==> src/rtl/core/p80dc_pkg.sv <==
`timescale 1ns / 1ps
`default_nettype none

package p80dc_pkg;

	localparam int BLK_W = 64;
	localparam int KEY_W = 80;
	localparam int RC_W  = 5;
	localparam int CFG_IDX_W = 2;

	// register indexes of the configuration port
	localparam logic [CFG_IDX_W-1:0] REG_KEY_LOW      = 2'd0;
	localparam logic [CFG_IDX_W-1:0] REG_KEY_HIGH     = 2'd1;
	localparam logic [CFG_IDX_W-1:0] REG_KEY_DUP_LOW  = 2'd2;
	localparam logic [CFG_IDX_W-1:0] REG_KEY_DUP_HIGH = 2'd3;

	localparam logic [3:0] SBOX [16] = '{
		4'hc, 4'h5, 4'h6, 4'hb, 4'h9, 4'h0, 4'ha, 4'hd,
		4'h3, 4'he, 4'hf, 4'h8, 4'h4, 4'h7, 4'h1, 4'h2
	};

	typedef struct packed {
		logic [BLK_W-1:0] st;
		logic [KEY_W-1:0] key;
	} lane_t;

	function automatic logic [BLK_W-1:0] round_key(input logic [KEY_W-1:0] key);
		return key[KEY_W-1 -: BLK_W];
	endfunction

	function automatic logic [BLK_W-1:0] sbox_layer(input logic [BLK_W-1:0] s);
		logic [BLK_W-1:0] r;
		r = '0;
		for (int n = 0; n < BLK_W / 4; n++) begin
			r[4*n +: 4] = SBOX[s[4*n +: 4]];
		end
		return r;
	endfunction

	// bit b moves to 16*b mod 63, which is a 6-bit rotate left by 4; bit 63 stays
	function automatic logic [BLK_W-1:0] perm_layer(input logic [BLK_W-1:0] s);
		logic [BLK_W-1:0] r;
		logic [5:0]       b;
		r = '0;
		for (int i = 0; i < BLK_W; i++) begin
			b = 6'(i);
			r[{b[1:0], b[5:2]}] = s[i];
		end
		return r;
	endfunction

	function automatic logic [KEY_W-1:0] key_next(input logic [KEY_W-1:0] key,
	                                              input logic [RC_W-1:0]  rc);
		logic [KEY_W-1:0] k;
		k = {key[18:0], key[KEY_W-1:19]};
		k[KEY_W-1 -: 4] = SBOX[k[KEY_W-1 -: 4]];
		k[19:15] = k[19:15] ^ rc;
		return k;
	endfunction

	function automatic logic lanes_differ(input lane_t a, input lane_t b);
		return (a.st != b.st) || (a.key != b.key);
	endfunction

endpackage

`default_nettype wire

==> src/rtl/core/p80dc_round.sv <==
`timescale 1ns / 1ps
`default_nettype none

module p80dc_round
	import p80dc_pkg::*;
(
	input  wire logic            clk,
	input  wire logic            arst_n,
	input  wire logic [RC_W-1:0] rc,
	input  wire logic            vld_in,
	input  wire logic            flt_in,
	input  wire lane_t           lane_a_in,
	input  wire lane_t           lane_b_in,
	output logic                 vld_s1,
	output logic                 flt_s1,
	output lane_t                lane_a_s1,
	output lane_t                lane_b_s1
);

	lane_t nxt_a;
	lane_t nxt_b;

	always_comb begin
		nxt_a.st  = perm_layer(sbox_layer(lane_a_in.st ^ round_key(lane_a_in.key)));
		nxt_a.key = key_next(lane_a_in.key, rc);
		nxt_b.st  = perm_layer(sbox_layer(lane_b_in.st ^ round_key(lane_b_in.key)));
		nxt_b.key = key_next(lane_b_in.key, rc);
	end

	always_ff @(posedge clk or negedge arst_n) begin
		if (!arst_n) begin
			vld_s1 <= 1'b0;
		end else begin
			vld_s1 <= vld_in;
		end
	end

	always_ff @(posedge clk) begin
		lane_a_s1 <= nxt_a;
		lane_b_s1 <= nxt_b;
		flt_s1    <= flt_in | lanes_differ(nxt_a, nxt_b);
	end

endmodule

`default_nettype wire

==> config.mk <==
export PLATFORM = sky130hd
export DESIGN_NAME = p80dc_round
export DESIGN_NICKNAME = d
export VERILOG_FILES = /design/src/rtl/core/p80dc_pkg.sv /design/src/rtl/core/p80dc_round.sv
export SDC_FILE = /design/constraint.sdc
export NUM_CORES = 1
export LEC_CHECK = 0
export BUFFER_PORTS_ARGS = -buffer_cell sky130_fd_sc_hd__buf_2
export CAP_MARGIN = 20
export CORE_AREA = 2 2 227 229
export CTS_CLUSTER_SIZE = 40
export DETAILED_ROUTE_END_ITERATION = 10
export DIE_AREA = 0 0 229 231
export PLACE_DENSITY = 0.56
export SLEW_MARGIN = 20
export SYNTH_ARGS = -nofsm -noshare
export SYNTH_HDL_FRONTEND = slang
export SYNTH_SLANG_ARGS = --single-unit
==> constraint.sdc <==
create_clock -name clk -period 0.8 [get_ports clk]
set_clock_uncertainty 0.15 [all_clocks]
set_input_delay 0.04 -clock clk [delete_from_list [all_inputs] [get_ports clk]]
set_output_delay 0.04 -clock clk [all_outputs]
set_load 0.01 [all_outputs]
==> Word-level counts from Yosys, hierarchy flattened <==
Memory sizes are Yosys's and may differ from the RTL's.
Index checks and enable logic that the tools add are counted.
{ "word_totals": {"input_bits": 297, "memories": 34, "romBits": 2176, "out_inout_bits": 290, "register_bits": 290} }
{ "mem_list": {"columns": ["name", "depth", "width", "rd", "rd_clocked_by_memory_dff", "write_ports", "line_no", "source"], "rows": [
  ["(name not given)", 16, 4, 1, 0, 0, "p80dc_pkg.sv:56", "k[KEY_W-1 -: 4] = SBOX[k[KEY_W-1 -: 4]];"],
  ["(name not given)", 16, 4, 1, 0, 0, "p80dc_pkg.sv:35", "r[4*n +: 4] = SBOX[s[4*n +: 4]];"],
  ["(name not given)", 16, 4, 1, 0, 0, "p80dc_pkg.sv:35", null],
  ["(name not given)", 16, 4, 1, 0, 0, "p80dc_pkg.sv:35", null],
  ["(name not given)", 16, 4, 1, 0, 0, "p80dc_pkg.sv:35", null],
  ["(name not given)", 16, 4, 1, 0, 0, "p80dc_pkg.sv:35", null],
  ["+28 memories", null, null, null, null, null, null, null]
]} }
{ "op_classes": {"bitwise_logic": 39, "n_eq_ne": 2, "n_lt_le_gt_ge": 34, "mux": 68, "n_reduce_logical": 1} }
{ "op_table": {"columns": ["operator", "count"], "rows": [
  ["2-to-1 mux 4 bit", 68],
  ["greater-or-equal comparator 5 bit, second input constant", 34],
  ["inverter 4 -> 5 bit", 34],
  ["bitwise XOR 64 bit", 2],
  ["inequality test 80 bit", 1],
  ["inequality test 64 bit", 1],
  ["bitwise XOR 5 bit", 2],
  ["logical OR 1 bit", 1],
  ["OR 1 bit", 1]
]} }

==> Logic depth before layout (Yosys ltp) <==
{ "logic_depth": {"ltp_word": 8, "depth_mapped": 11, "ltp_nobuf": 10} }

==> Worst setup path before layout <==
OpenSTA, ideal clock, no wires.
{ "synth_timing": {"path_type": "input-to-reg", "from": "input lane_b_in[108] (netlist name)", "to": "register flt_s1", "path_slack_ns": -1.683, "cell_stages": 9, "setup_ns": 0.135, "path_buffers": 0, "arrival_time_ns": 2.198, "cell_sequence": "xor2_1 inv_1 ha_1 mux4_2 xor2_1 or4_1 nor4b_2 and4b_1 nand4_1"} }
{ "synth_lines": {"columns": ["item", "line_no", "source"], "rows": [
  ["start: declaration", "p80dc_round.sv:13", "input wire lane_t lane_b_in,"],
  ["end signal: assignment", "p80dc_round.sv:41", "flt_s1 <= flt_in | lanes_differ(nxt_a, nxt_b);"],
  ["end: declaration", "p80dc_round.sv:15", "output logic flt_s1,"]
]} }

==> impl_metrics.yaml <==
synth:
  postSynthCellCount: 1221
  yosys_warnings: 0
  yosysTopAreaCell: "dfxtp_1"
  ys_ff_latch: 290
  yosysSeqAreaShare: 0.405
  synth-simple-area-share: 0.0490
  avgSynthCellArea_um2: 11.7
  yosysTopAreaCellShare: 0.404
  yosys.area_share.xor_xnor: 0.182
  synth.top_cells.by_area: "dfxtp_1 (40%), ha_1 (15%), xor2_1 (10%)"
  synth_top_family_by_area: "XOR/XNOR gates"
  synth-edff-count: 0
  async_reset_ff_frac: 0.00345
  syn_nets: 1688
  synth_adder_area_share: 0.148
  synthesis.area_um2: 14300
  ys_types: 57
  synth_mux_area_frac: 0.137
  synth-compound-area-share: 0.0392
  synth_top_flop_cell: "dfxtp_1"
cts:
  cts_inserted_buffers: 37
  cts_max_level: 2
  tritoncts: "done"
  root_buffer: "clkbuf_16"
  clk_pin_slew_worst_paths_ns: 0.06
  clock_path_buffers: 3
  cts_sinks: 290
cells_and_area:
  stdcell_count: 3171
  final_common_cell: "buf_4"
  final_cell_mix: "buf_4 (398), buf_6 (335), buf_2 (277)"
  area_growth_pct: 112
  fin_area_um2: 30400
  fin_nets: 2929
  diodes: 0
  drive_gt1_frac: 0.719
  final_util: 0.600
  fillCellCount: 3946
global_routing:
  grt_overflow_total: 0
  grt_pass1_wl_um: 90300
  grt_start_max_net_pins: 14
  antenna_found_initial: 1
  grt.total_usage: 0.231
  grt_pass1_vias: 14599
power_and_ir_drop:
  power_mw: 61.2
  irDropWorstVdd_uv: 1480
  seq_power_share: 0.292
  p_sw_frac: 0.319
  combPwrFrac: 0.415
  power_switching_mw: 19.5
  p_leak_nw: 13.6
  clockPowerShare: 0.293
  p_int_mw: 41.7
  power_density_nw_per_um2: 2010
floorplan:
  start_util: 0.283
  rows: 83
  design.core.area_um2: 50700
  die_width_um: 229
  design.die.area_um2: 52900
  ios: 587
  dieHeight_um: 231
placed_design:
  placed_area_um2: 23200
  io_buffer_count: 586
  dp_hpwl_um: 51200
  dpl.cell_count: 2884
  place.gp.congestion: 0.899
setup_path:
  cp_common_cell: "nand4_1"
  crit_path_max_fanout: 4
  cp.required_ns: 1.06
  cp.buffers_inverters: 2
  crit_arrival_ns: 2.36
  path_cells: "buf_8, xor2_4, buf_6, ha_4, mux4_2, xnor2_2, nand4_1, nor4_2, nand4_1"
  crit_type: "primary input to flip-flop"
  worstSetupEndpointType: "flip-flop"
  cp_slowest_stage_delay_ns: 0.51
  start_kind: "primary input"
  critPathTopFamily: "simple AND/OR/NAND/NOR gates"
  cp_slowest_cell: "mux4_2"
timing:
  fmax_ghz: 0.476
  relSlewSlack: 0.538
  fin_crit_ns: 2.10
  holdWs_ns: -0.530
  setup_viol: 395
  finalCritPeriodShare: 2.63
  worstMarginPinSlew_ns: 0.686
  worst_slack_ns: -1.30
  rsz0062_at_grt: "true"
  drv_slew: 0
  finalHoldViolCount: 106
routing:
  drt_first_pass_iters: 6
  drc: 0
  drt.antenna.violating_nets: 0
  wirelength_um: 65200
  vias_per_cell: 4.37
  via_count: 13850
  drt_first_iter_violations: 457
  wire_per_inst_um: 20.6
run_status:
  failed_checks: "negative hold slack, negative setup slack"
  status: "complete, but fails checks"
job:
  cap_violations: 0
min_path:
  min_path_type: "primary input to flip-flop"
[layout make-up]
class,count,area (um^2),share of cell area
flip-flops and latches,290,6050,0.199
clock inverters,18,234,0.00770
multi-input cells,781,11200,0.367
clock buffers,50,1080,0.0354
well taps,680,851,0.0280
inverters,146,636,0.0209
repair buffers,1206,10400,0.342
[state kept, by name (all words and copies together), names as in the netlist]
register,cells
flt_s1,1
lane_a_s1,144
lane_b_s1,144
vld_s1,1
[cell usage after synthesis, drive strengths merged, types with 3 or more instances]
master / instances
dfxtp: 289
xor2: 174
ha: 170
inv: 145
xnor2: 119
mux4: 68
nand2: 43
mux2i: 36
nor3: 21
nor4: 16
nand4: 13
o22ai: 13
nor2: 12
a21oi: 11
o21ai: 11
a31o: 10
a21o: 9
a221oi: 5
mux2: 5
nand3: 5
nor3b: 5
o31ai: 5
or4: 4
a22o: 3
clkbuf: 3
nand2b: 3
o2bb2ai: 3
[power groups by stage]
stage	clock network, mW	logic (mW)	registers, mW
floorplan	0	7.97	18.5
global placement	0	19.7	17.4
detailed placement	0	19.9	17.4
CTS	18.4	22.5	17.6
global route	19.0	27.1	18.0
finish	17.9	25.4	17.9
[cell families after synthesis]
| family | Yosys count |
|---|---|
| AOI/OAI and AO/OA | 79 |
| xor gates and xnor gates | 293 |
| adders and majority gates | 170 |
| buffers and inverters | 150 |
| DFF | 290 |
| muxes | 109 |
| and+or+nand+nor | 130 |
[layer usage]
layer  track usage  wire length [um]  vias to the layer above
met5             0                10                        -
met4        0.0515              1470                        2
met3        0.0530              3910                       82
met2         0.428             34900                      402
met1         0.268             25000                     6808
li1              -                 -                     6556
[final timing paths]
kind / from / endpoint / cells past startpoint
min in group asynchronous: arst_n / vld_s1$_DFF_PN0_ / 3
min: lane_b_in[21] / lane_b_s1[2]$_DFF_P_ / 1
max: lane_b_in[121] / flt_s1$_DFF_P_ / 9
max in group asynchronous: arst_n / vld_s1$_DFF_PN0_ / 3
[stage by stage]
step | hold slack, ns | TNS (ns) | setup WS, ns
2_1_floorplan | -0.406 | -47.92 | -1.48
3_3_place_gp | -0.336 | -95.02 | -2.17
3_5_place_dp | -0.330 | -97.39 | -2.19
4_1_cts | -0.545 | -131.35 | -1.32
5_1_grt | -0.551 | -133.51 | -1.37
6_report | -0.530 | -120.28 | -1.30
[timing repair]
item | CTS | global route
gates resized for setup | 394 | 671
setup endpoints to repair | 402 | 416
pin swaps | 39 | 141
buffers inserted | 16 | 73
hold endpoints to repair | 261 | 114
hold buffers | 145 | 3
Note: power is estimated with default switching activity, not from simulation.
